[src/hw/rtl/xcfp_pkg.sv]
// Package for the XOR-checked frame parser.
// Holds the field widths, the hunt state codes, the register indexes and the
// result and status structs. Depends on nothing.
package xcfp_pkg;

	localparam int unsigned BYTE_W      = 8;
	localparam int unsigned WORD_W      = 16;
	localparam int unsigned CFG_IDX_W   = 8;
	localparam int unsigned PAYLOAD_LEN = 9;
	localparam int unsigned IDX_W       = 4;
	localparam int unsigned HUNT_W      = 2;

	// Hunt state codes. The fourth code is unused and behaves as HUNT_FIRST.
	localparam logic [HUNT_W-1:0] HUNT_FIRST  = 2'd0;
	localparam logic [HUNT_W-1:0] HUNT_SECOND = 2'd1;
	localparam logic [HUNT_W-1:0] HUNT_BODY   = 2'd2;

	// Configuration register indexes.
	localparam logic [CFG_IDX_W-1:0] REG_FIRST_START  = 8'd0;
	localparam logic [CFG_IDX_W-1:0] REG_SECOND_START = 8'd1;

	localparam logic [BYTE_W-1:0] FIRST_START_RESET  = 8'd170;
	localparam logic [BYTE_W-1:0] SECOND_START_RESET = 8'd85;

	localparam logic [IDX_W-1:0] CHECK_INDEX = IDX_W'(PAYLOAD_LEN);

	typedef struct packed {
		logic [WORD_W-1:0] ball_y;
		logic [WORD_W-1:0] ball_x;
		logic [WORD_W-1:0] goal_x;
		logic [WORD_W-1:0] goal_y;
		logic [BYTE_W-1:0] goal_color;
	} result_t;

	typedef struct packed {
		logic [HUNT_W-1:0] hunt_state;
		logic [IDX_W-1:0]  byte_index;
	} hunt_status_t;

endpackage

[src/hw/rtl/xcfp_if.sv]
// Channel interfaces of the XOR-checked frame parser: received bytes,
// decoded results and configuration writes. Depends on xcfp_pkg.

interface xcfp_byte_if;
	logic                         valid;
	logic                         ready;
	logic [xcfp_pkg::BYTE_W-1:0]  rx_byte;

	modport source (output valid, output rx_byte, input ready);
	modport sink (input valid, input rx_byte, output ready);
endinterface

interface xcfp_result_if;
	logic                         valid;
	logic                         ready;
	logic [xcfp_pkg::WORD_W-1:0]  ball_y;
	logic [xcfp_pkg::WORD_W-1:0]  ball_x;
	logic [xcfp_pkg::WORD_W-1:0]  goal_x;
	logic [xcfp_pkg::WORD_W-1:0]  goal_y;
	logic [xcfp_pkg::BYTE_W-1:0]  goal_color;

	modport source (output valid, output ball_y, output ball_x, output goal_x,
		output goal_y, output goal_color, input ready);
	modport sink (input valid, input ball_y, input ball_x, input goal_x,
		input goal_y, input goal_color, output ready);
endinterface

interface xcfp_cfg_if;
	logic                            valid;
	logic                            ready;
	logic [xcfp_pkg::CFG_IDX_W-1:0]  reg_index;
	logic [xcfp_pkg::BYTE_W-1:0]     wr_data;

	modport source (output valid, output reg_index, output wr_data, input ready);
	modport sink (input valid, input reg_index, input wr_data, output ready);
endinterface

[src/hw/rtl/xcfp_hunt.sv]
// Frame hunt state machine with payload capture and running XOR.
// Depends on xcfp_pkg.
module xcfp_hunt (
	input  logic                         clk,
	input  logic                         arst_n,
	input  logic                         take,
	input  logic [xcfp_pkg::BYTE_W-1:0]  rx_byte,
	input  logic [xcfp_pkg::BYTE_W-1:0]  first_start,
	input  logic [xcfp_pkg::BYTE_W-1:0]  second_start,
	output logic                         frame_ok,
	output xcfp_pkg::result_t            result,
	output xcfp_pkg::hunt_status_t       status
);

	logic [xcfp_pkg::HUNT_W-1:0] state_q, state_d;
	logic [xcfp_pkg::IDX_W-1:0]  index_q, index_d;
	logic [xcfp_pkg::BYTE_W-1:0] xor_q, xor_d;
	logic                        store_en;
	logic [xcfp_pkg::BYTE_W-1:0] payload_q [xcfp_pkg::PAYLOAD_LEN];

	always_comb begin
		state_d  = state_q;
		index_d  = index_q;
		xor_d    = xor_q;
		store_en = 1'b0;
		frame_ok = 1'b0;
		unique case (state_q)
			xcfp_pkg::HUNT_SECOND: begin
				// The second start byte is tested first so equal start bytes work.
				if (rx_byte == second_start) begin
					state_d = xcfp_pkg::HUNT_BODY;
					index_d = '0;
					xor_d   = '0;
				end else if (rx_byte == first_start) begin
					state_d = xcfp_pkg::HUNT_SECOND;
				end else begin
					state_d = xcfp_pkg::HUNT_FIRST;
				end
			end
			xcfp_pkg::HUNT_BODY: begin
				if (index_q < xcfp_pkg::CHECK_INDEX) begin
					store_en = 1'b1;
					xor_d    = xor_q ^ rx_byte;
					index_d  = index_q + 1'b1;
				end else begin
					state_d  = xcfp_pkg::HUNT_FIRST;
					index_d  = '0;
					frame_ok = (rx_byte == xor_q);
				end
			end
			default: begin
				state_d = (rx_byte == first_start) ? xcfp_pkg::HUNT_SECOND
					: xcfp_pkg::HUNT_FIRST;
			end
		endcase
	end

	always_ff @(posedge clk or negedge arst_n) begin
		if (!arst_n) begin
			state_q <= xcfp_pkg::HUNT_FIRST;
			index_q <= '0;
			xor_q   <= '0;
		end else if (take) begin
			state_q <= state_d;
			index_q <= index_d;
			xor_q   <= xor_d;
		end
	end

	// Payload bytes are always written in a frame before they are read.
	always_ff @(posedge clk) begin
		if (take && store_en) begin
			payload_q[index_q] <= rx_byte;
		end
	end

	assign result.ball_y     = {payload_q[0], payload_q[1]};
	assign result.ball_x     = {payload_q[2], payload_q[3]};
	assign result.goal_x     = {payload_q[4], payload_q[5]};
	assign result.goal_y     = {payload_q[6], payload_q[7]};
	assign result.goal_color = payload_q[8];

	assign status.hunt_state = state_q;
	assign status.byte_index = index_q;

endmodule

[src/hw/rtl/xor_checked_frame_parser.sv]
// Top level of the XOR-checked frame parser: configuration registers, the
// hunt engine and the result register. Depends on xcfp_pkg, xcfp_if and
// xcfp_hunt.
//
// Channel  Modport  Payload                                   Accepted when
// rx       sink     rx_byte (8)                               rx.valid && rx.ready
// res      source   ball_y, ball_x, goal_x, goal_y (16 each), res.valid && res.ready
//                   goal_color (8)
// cfg      sink     reg_index (8), wr_data (8)                cfg.valid && cfg.ready
//
// One item is taken per cycle on each channel that is ready. The hunt state,
// running XOR and payload bytes update at the edge that accepts the byte, and
// a good checksum byte loads the result register at that same edge, from which
// the result is offered. Reset returns the hunt to waiting for the first start
// byte and loads the start byte registers with their defaults. The byte input
// stalls only while the result register holds an item that is not being taken
// in the same cycle. The configuration channel is always ready.
module xor_checked_frame_parser (
	input  logic            clk,
	input  logic            arst_n,
	xcfp_byte_if.sink       rx,
	xcfp_result_if.source   res,
	xcfp_cfg_if.sink        cfg
);

	logic [xcfp_pkg::BYTE_W-1:0] first_start_q;
	logic [xcfp_pkg::BYTE_W-1:0] second_start_q;
	logic                        take;
	logic                        frame_ok;
	xcfp_pkg::result_t           result;
	xcfp_pkg::hunt_status_t      status;
	logic                        res_valid_q;
	xcfp_pkg::result_t           res_data_q;

	// Configuration writes are always taken. Indexes past the register list are
	// accepted and ignored.
	assign cfg.ready = 1'b1;

	always_ff @(posedge clk or negedge arst_n) begin
		if (!arst_n) begin
			first_start_q  <= xcfp_pkg::FIRST_START_RESET;
			second_start_q <= xcfp_pkg::SECOND_START_RESET;
		end else if (cfg.valid) begin
			if (cfg.reg_index == xcfp_pkg::REG_FIRST_START) begin
				first_start_q <= cfg.wr_data;
			end
			if (cfg.reg_index == xcfp_pkg::REG_SECOND_START) begin
				second_start_q <= cfg.wr_data;
			end
		end
	end

	// A byte can be taken whenever the result register is empty or is being
	// emptied, since any byte may turn out to be a good checksum.
	assign rx.ready = !res_valid_q || res.ready;
	assign take     = rx.valid && rx.ready;

	xcfp_hunt u_hunt (
		.clk          (clk),
		.arst_n       (arst_n),
		.take         (take),
		.rx_byte      (rx.rx_byte),
		.first_start  (first_start_q),
		.second_start (second_start_q),
		.frame_ok     (frame_ok),
		.result       (result),
		.status       (status)
	);

	// Result register. The payload bytes are all stored before the checksum
	// byte arrives, so the result can be copied at the checksum edge.
	always_ff @(posedge clk or negedge arst_n) begin
		if (!arst_n) begin
			res_valid_q <= 1'b0;
		end else if (take && frame_ok) begin
			res_valid_q <= 1'b1;
		end else if (res.ready) begin
			res_valid_q <= 1'b0;
		end
	end

	always_ff @(posedge clk) begin
		if (take && frame_ok) begin
			res_data_q <= result;
		end
	end

	assign res.valid      = res_valid_q;
	assign res.ball_y     = res_data_q.ball_y;
	assign res.ball_x     = res_data_q.ball_x;
	assign res.goal_x     = res_data_q.goal_x;
	assign res.goal_y     = res_data_q.goal_y;
	assign res.goal_color = res_data_q.goal_color;

`ifndef SYNTHESIS
	// A good checksum byte leaves a result waiting and the hunt restarted.
	a_result_after_check: assert property (@(posedge clk) disable iff (!arst_n)
		take && frame_ok |=> res.valid && status.hunt_state == xcfp_pkg::HUNT_FIRST)
		else $error("good frame did not produce a result");

	// The byte index never runs past the checksum position inside a frame.
	a_index_bound: assert property (@(posedge clk) disable iff (!arst_n)
		status.hunt_state == xcfp_pkg::HUNT_BODY |-> status.byte_index <= xcfp_pkg::CHECK_INDEX)
		else $error("byte index beyond checksum position");

	// The second start byte opens a frame at index zero.
	a_frame_start: assert property (@(posedge clk) disable iff (!arst_n)
		take && status.hunt_state == xcfp_pkg::HUNT_SECOND && rx.rx_byte == second_start_q
		|=> status.hunt_state == xcfp_pkg::HUNT_BODY && status.byte_index == '0)
		else $error("frame did not start after second start byte");

	// The byte input stalls only behind a result that is not being taken.
	a_stall_cause: assert property (@(posedge clk) disable iff (!arst_n)
		!rx.ready |-> res_valid_q && !res.ready)
		else $error("byte input stalled without a pending result");
`endif

endmodule
[src/flat_wrapper.sv]
// flat-port wrapper written by rule: the top's interface ports become plain ports
module xor_checked_frame_parser_flat 
  (clk, arst_n, rx_valid, rx_rx_byte, rx_ready, res_valid, res_ball_y, res_ball_x, res_goal_x, res_goal_y, res_goal_color, res_ready, cfg_valid, cfg_reg_index, cfg_wr_data, cfg_ready);
  xcfp_byte_if rx_i ();
  xcfp_result_if res_i ();
  xcfp_cfg_if cfg_i ();
  input  logic clk;
  input  logic arst_n;
  input wire logic [$bits(rx_i.valid)-1:0] rx_valid;
  input wire logic [$bits(rx_i.rx_byte)-1:0] rx_rx_byte;
  output wire logic [$bits(rx_i.ready)-1:0] rx_ready;
  output wire logic [$bits(res_i.valid)-1:0] res_valid;
  output wire logic [$bits(res_i.ball_y)-1:0] res_ball_y;
  output wire logic [$bits(res_i.ball_x)-1:0] res_ball_x;
  output wire logic [$bits(res_i.goal_x)-1:0] res_goal_x;
  output wire logic [$bits(res_i.goal_y)-1:0] res_goal_y;
  output wire logic [$bits(res_i.goal_color)-1:0] res_goal_color;
  input wire logic [$bits(res_i.ready)-1:0] res_ready;
  input wire logic [$bits(cfg_i.valid)-1:0] cfg_valid;
  input wire logic [$bits(cfg_i.reg_index)-1:0] cfg_reg_index;
  input wire logic [$bits(cfg_i.wr_data)-1:0] cfg_wr_data;
  output wire logic [$bits(cfg_i.ready)-1:0] cfg_ready;
  assign rx_i.valid = rx_valid;
  assign rx_i.rx_byte = rx_rx_byte;
  assign rx_ready = rx_i.ready;
  assign res_valid = res_i.valid;
  assign res_ball_y = res_i.ball_y;
  assign res_ball_x = res_i.ball_x;
  assign res_goal_x = res_i.goal_x;
  assign res_goal_y = res_i.goal_y;
  assign res_goal_color = res_i.goal_color;
  assign res_i.ready = res_ready;
  assign cfg_i.valid = cfg_valid;
  assign cfg_i.reg_index = cfg_reg_index;
  assign cfg_i.wr_data = cfg_wr_data;
  assign cfg_ready = cfg_i.ready;
  xor_checked_frame_parser u_core (.clk(clk), .arst_n(arst_n), .rx(rx_i), .res(res_i), .cfg(cfg_i));
endmodule
[config.mk]
export PLATFORM = sky130hd
export DESIGN_NAME = xor_checked_frame_parser_flat
export DESIGN_NICKNAME = d
export VERILOG_FILES = /design/src/hw/rtl/xcfp_pkg.sv /design/src/hw/rtl/xcfp_if.sv /design/src/hw/rtl/xcfp_hunt.sv /design/src/hw/rtl/xor_checked_frame_parser.sv /design/src/flat_wrapper.sv
export SDC_FILE = /design/constraint.sdc
export NUM_CORES = 1
export LEC_CHECK = 0
export BUFFER_PORTS_ARGS = -buffer_cell sky130_fd_sc_hd__buf_2
export CAP_MARGIN = 20
export CORE_ASPECT_RATIO = 0.9
export CORE_MARGIN = 3
export CORE_UTILIZATION = 50
export CTS_CLUSTER_SIZE = 30
export DETAILED_ROUTE_END_ITERATION = 7
export GPL_ROUTABILITY_DRIVEN = 0
export PLACE_DENSITY = 0.72
export SLEW_MARGIN = 25
export SYNTH_ARGS = -nofsm -noshare
export SYNTH_HDL_FRONTEND = slang
export SYNTH_SLANG_ARGS = --single-unit
[constraint.sdc]
create_clock -name clk -period 11.5 [get_ports clk]
set_clock_uncertainty 0.1 [all_clocks]
set_input_delay 1.725 -clock clk [delete_from_list [all_inputs] [get_ports clk]]
set_output_delay 1.725 -clock clk [all_outputs]
set_load 0.02 [all_outputs]
==> results_tabular.tex <==
\begin{tabular}{lr}
\hline
Metric & Value \\
\hline
\multicolumn{2}{l}{\textbf{Outcome}} \\
Result of the run & finished, final reports clean \\
\multicolumn{2}{l}{\textbf{Setup path}} \\
Worst setup path category & in -> out \\
Worst flop-to-flop path startpoint & u\_core.u\_hunt.index\_q[0]\$\_DFFE\_PN0P\_ \\
Arrival time of the worst setup path & 2200 ps \\
Highest fanout seen on the critical path & 3 \\
Worst R2R Setup Slack & 8630 ps \\
Critical register-to-register path endpoint & u\_core.u\_hunt.payload\_q[2][2]\$\_DFFE\_PP\_ \\
Worst reg2reg path depth & 7 \\
Critical path's slowest cell & buf\_2 \\
First element of the critical path & res\_ready \\
Worst setup endpoint & rx\_ready \\
Critical Path Max Stage Delay & 190 ps \\
Crit. End Element & primary output \\
Crit-path cells & buf\_2, nand2b\_1, buf\_2 \\
Required time at the worst-slack endpoint & 9680 ps \\
Most common cell type on the critical path & buf\_2 \\
Startpoint kind of the worst setup timing path & input port \\
\multicolumn{2}{l}{\textbf{Floorplan}} \\
Core region area & 12120 sq um \\
Num rows & 38 \\
Total Die Area & 13820 sq um \\
Die span in y & 111.8 um \\
IO Pins & 104 \\
DIE WIDTH & 123.6 um \\
Initial Utilization & 51.32\% \\
\multicolumn{2}{l}{\textbf{Synthesis}} \\
Sequential area share after synthesis & 82.12\% \\
Main synth FF type & edfxtp\_1 \\
Number of flops mapped to enable cells by yosys & 144 \\
Number of distinct standard cells referenced by the synthesized netlist & 40 \\
Number of instances in the synthesized netlist & 329 \\
Fraction of synthesized cell area taken by the top area cell type & 69.50\% \\
Synth warnings & 0 \\
Flip-flop and latch count after synthesis & 175 \\
Avg Synthesized Cell Area & 18.91 sq um \\
Area leader, netlist & edfxtp\_1 \\
Combined area of all synthesized cells & 6222 sq um \\
Post-synthesis async set-or-reset flop share & 17.71\% \\
Top cells by area, synth & edfxtp\_1, dfrtp\_1, dfstp\_2, mux2\_2, xor2\_1 \\
Syn\_nets & 364 \\
\multicolumn{2}{l}{\textbf{STA}} \\
Number of failing hold endpoints at the final stage & 0 \\
Sum of negative setup slack & 0 ps \\
Tightest Pin Transition & 893.3 ps \\
Final worst path period need & 4024 ps \\
Fmax achieved & 248.5 MHz \\
Final worst path period share & 35.00\% \\
Setup violators final & 0 \\
RSZ-0062 raised after global routing & no \\
Final Max Slew Viols & 0 \\
Worst max-slew margin expressed relative to the limit & 40.45\% \\
\multicolumn{2}{l}{\textbf{Global route}} \\
Overflow left after global routing & 0 \\
Global Route met3 Usage & 5.993\% \\
Via count of the first global-routing pass & 3103 \\
GRT Resource Usage Total & 16.15\% \\
Most Crowded Layer GR & met2 \\
Number of antenna violations at the first check in global routing & 0 \\
First-pass GRT wire length & 16440 um \\
Largest net degree at the start of global routing & 74 \\
Global-route met1 utilization & 22.35\% \\
Met2 demand-to-capacity share in global routing & 24.36\% \\
\multicolumn{2}{l}{\textbf{Clock tree}} \\
Worst-path clk slew & 70 ps \\
Number of clock sinks & 175 \\
CTS Buf Count & 17 \\
Worst skew pair latency & 410 ps \\
Post-cts resize count & 0 \\
CTS tree & yes \\
Post-CTS setup-driven buffer insertion count & 0 \\
Number of hold buffers added after cts & 0 \\
Maximum buffer depth of the clock tree & 2 \\
Level count of the clock H-tree & 4 \\
Clock root cell & clkbuf\_16 \\
\multicolumn{2}{l}{\textbf{Finish}} \\
NumNets Final & 482 \\
Final core utilization & 62.08\% \\
Antenna Diode Count & 0 \\
Final Non-Filler Cells & 619 \\
Post-layout instance area & 7527 sq um \\
Growth of design area from synthesis to finish & 20.97\% \\
Fraction of final layout cells sized beyond drive strength 1 & 35.51\% \\
\multicolumn{2}{l}{\textbf{Routing}} \\
DR pass1 iterations & 4 \\
Total via count in the routed design & 3169 \\
Post-detailed-route DRC marker count & 0 \\
Average vias per placed instance & 5.120 \\
Count of routing violations after the opening detailed-route iteration & 228 \\
Antenna-violating nets left & 0 \\
Final wirelength & 10550 um \\
Wire length per cell after detailed routing & 17.04 um \\
\multicolumn{2}{l}{\textbf{Hold path}} \\
Worst Hold Class & reg -> reg \\
\multicolumn{2}{l}{\textbf{Pwr}} \\
VDD IR-drop max & 0.1050 mV \\
Static leakage power & 2.826 nW \\
Pwr dens & 170.4 nW/um\^{}2 \\
\multicolumn{2}{l}{\textbf{Placement}} \\
Placed instance count & 588 \\
DP HPWL & 6799 um \\
Buffers added on ports & 102 \\
Placement-stage cell area & 6930 sq um \\
\multicolumn{2}{l}{\textbf{Flow run}} \\
Maximum capacitance violations & 0 \\
\hline
\end{tabular}
==> synth_stat cells (2+ instances only) <==
cell type / number
a21oi_1: 8
a221o_1: 8
and2_1: 7
clkbuf_1: 3
dfrtp_1: 23
dfstp_2: 8
edfxtp_1: 144
ha_1: 6
inv_1: 9
mux2_2: 16
nand2_1: 8
nand2b_1: 3
nand4_1: 2
nor2_1: 14
nor2b_1: 15
nor3_1: 2
nor4_1: 4
nor4_2: 2
o21ai_0: 3
o21ai_1: 2
o31ai_1: 2
o41ai_1: 3
or4_1: 2
xnor2_1: 4
xor2_1: 16
==> placed cells by master, fill, tap and decap left out, types with 2 or more instances in the layout <==
master,n
nor2_1,14
nand2b_1,3
or4_1,2
nor4_2,2
nand2_1,8
edfxtp_1,144
bufinv_16,3
clkbuf_16,17
a21oi_1,8
nand4_1,2
inv_1,9
buf_2,102
and2_1,7
mux2_2,16
a221o_1,8
inv_6,4
dfrtp_1,23
o31ai_1,2
nor2b_1,15
buf_4,2
nor4_1,4
o21ai_0,3
dfstp_2,8
o21ai_1,2
o41ai_1,3
clkbuf_1,2
clkinv_4,2
ha_1,6
xnor2_1,4
xor2_1,16
==> power by group <==
part / leakage (nW) / switching [mW] / internal, mW
Clock: 0.286 / 0.224 / 0.343
Sequential: 1.69 / 0.00239 / 0.686
Combinational: 0.848 / 0.0174 / 0.0103
==> metrics by stage <==
step / setup WS, ps / hold WS (ps) / total power [mW]
after detailed placement: 7366 / 304.5 / 0.7294
after global routing: 7447 / 314.4 / 1.328
final: 7476 / 308.1 / 1.282
after global placement: 7410 / 303.0 / 0.7281
after CTS: 7465 / 312.2 / 1.291
after floorplan: 906.9 / 300.3 / 0.7128
==> flip-flops by register name (all words and copies together), names as in the netlist <==
signal	flops
res_ball_x	16
res_ball_y	16
res_goal_color	8
res_goal_x	16
res_goal_y	16
u_core.first_start_q	8
u_core.res.valid	1
u_core.second_start_q	8
u_core.u_hunt.index_q	4
u_core.u_hunt.payload_q	72
u_core.u_hunt.state_q	2
u_core.u_hunt.xor_q	8
==> critical path, delay by kind of cell <==
family | cells | cell delay (ps)
buffers and inverters | 2 | 290
AND/OR/NAND/NOR | 1 | 180
==> kinds of logic after synthesis <==
group | Yosys count | synth area share [%]
adder cells (fa/ha/maj) | 6 | 1.206
buffers and inverters | 14 | 0.9249
XOR/XNOR | 20 | 2.815
AO/OA/AOI/OAI | 32 | 3.881
flip-flops | 175 | 82.12
AND/OR/NAND/NOR | 65 | 6.093
multiplexers | 16 | 2.896
other | 1 | 0.06027
==> routing by layer <==
layer  wire, um  up-vias
li1           -     1485
met1       4781     1555
met2       4926      116
met3        720       13
met4        121        0
met5          0        -
==> worst min path at each step <==
stage               slack [ps]                        to  cells after the start                                    start
floorplan                  300   res_ball_x[0]$_DFFE_PP_                      0  u_core.u_hunt.payload_q[3][0]$_DFFE_PP_
global route               310   res_ball_y[9]$_DFFE_PP_                      0  u_core.u_hunt.payload_q[0][1]$_DFFE_PP_
CTS                        310   res_ball_y[9]$_DFFE_PP_                      0  u_core.u_hunt.payload_q[0][1]$_DFFE_PP_
finish                     310  res_ball_y[14]$_DFFE_PP_                      0  u_core.u_hunt.payload_q[0][6]$_DFFE_PP_
detailed placement         300   res_ball_x[4]$_DFFE_PP_                      0  u_core.u_hunt.payload_q[3][4]$_DFFE_PP_
global placement           300   res_goal_y[2]$_DFFE_PP_                      0  u_core.u_hunt.payload_q[7][2]$_DFFE_PP_
==> final cells by class <==
| cell class | count | area (sq um) |
|---|---|---|
| inverters | 9 | 33.78 |
| multi-input cells | 140 | 1066 |
| repair buffers | 104 | 525.5 |
| well taps | 160 | 200.2 |
| clock inverters | 12 | 158.9 |
| fillers | 902 | 4597 |
| flip-flops and latches | 175 | 5110 |
| clock buffers | 19 | 432.9 |
Power figures use the tool's default switching activity.
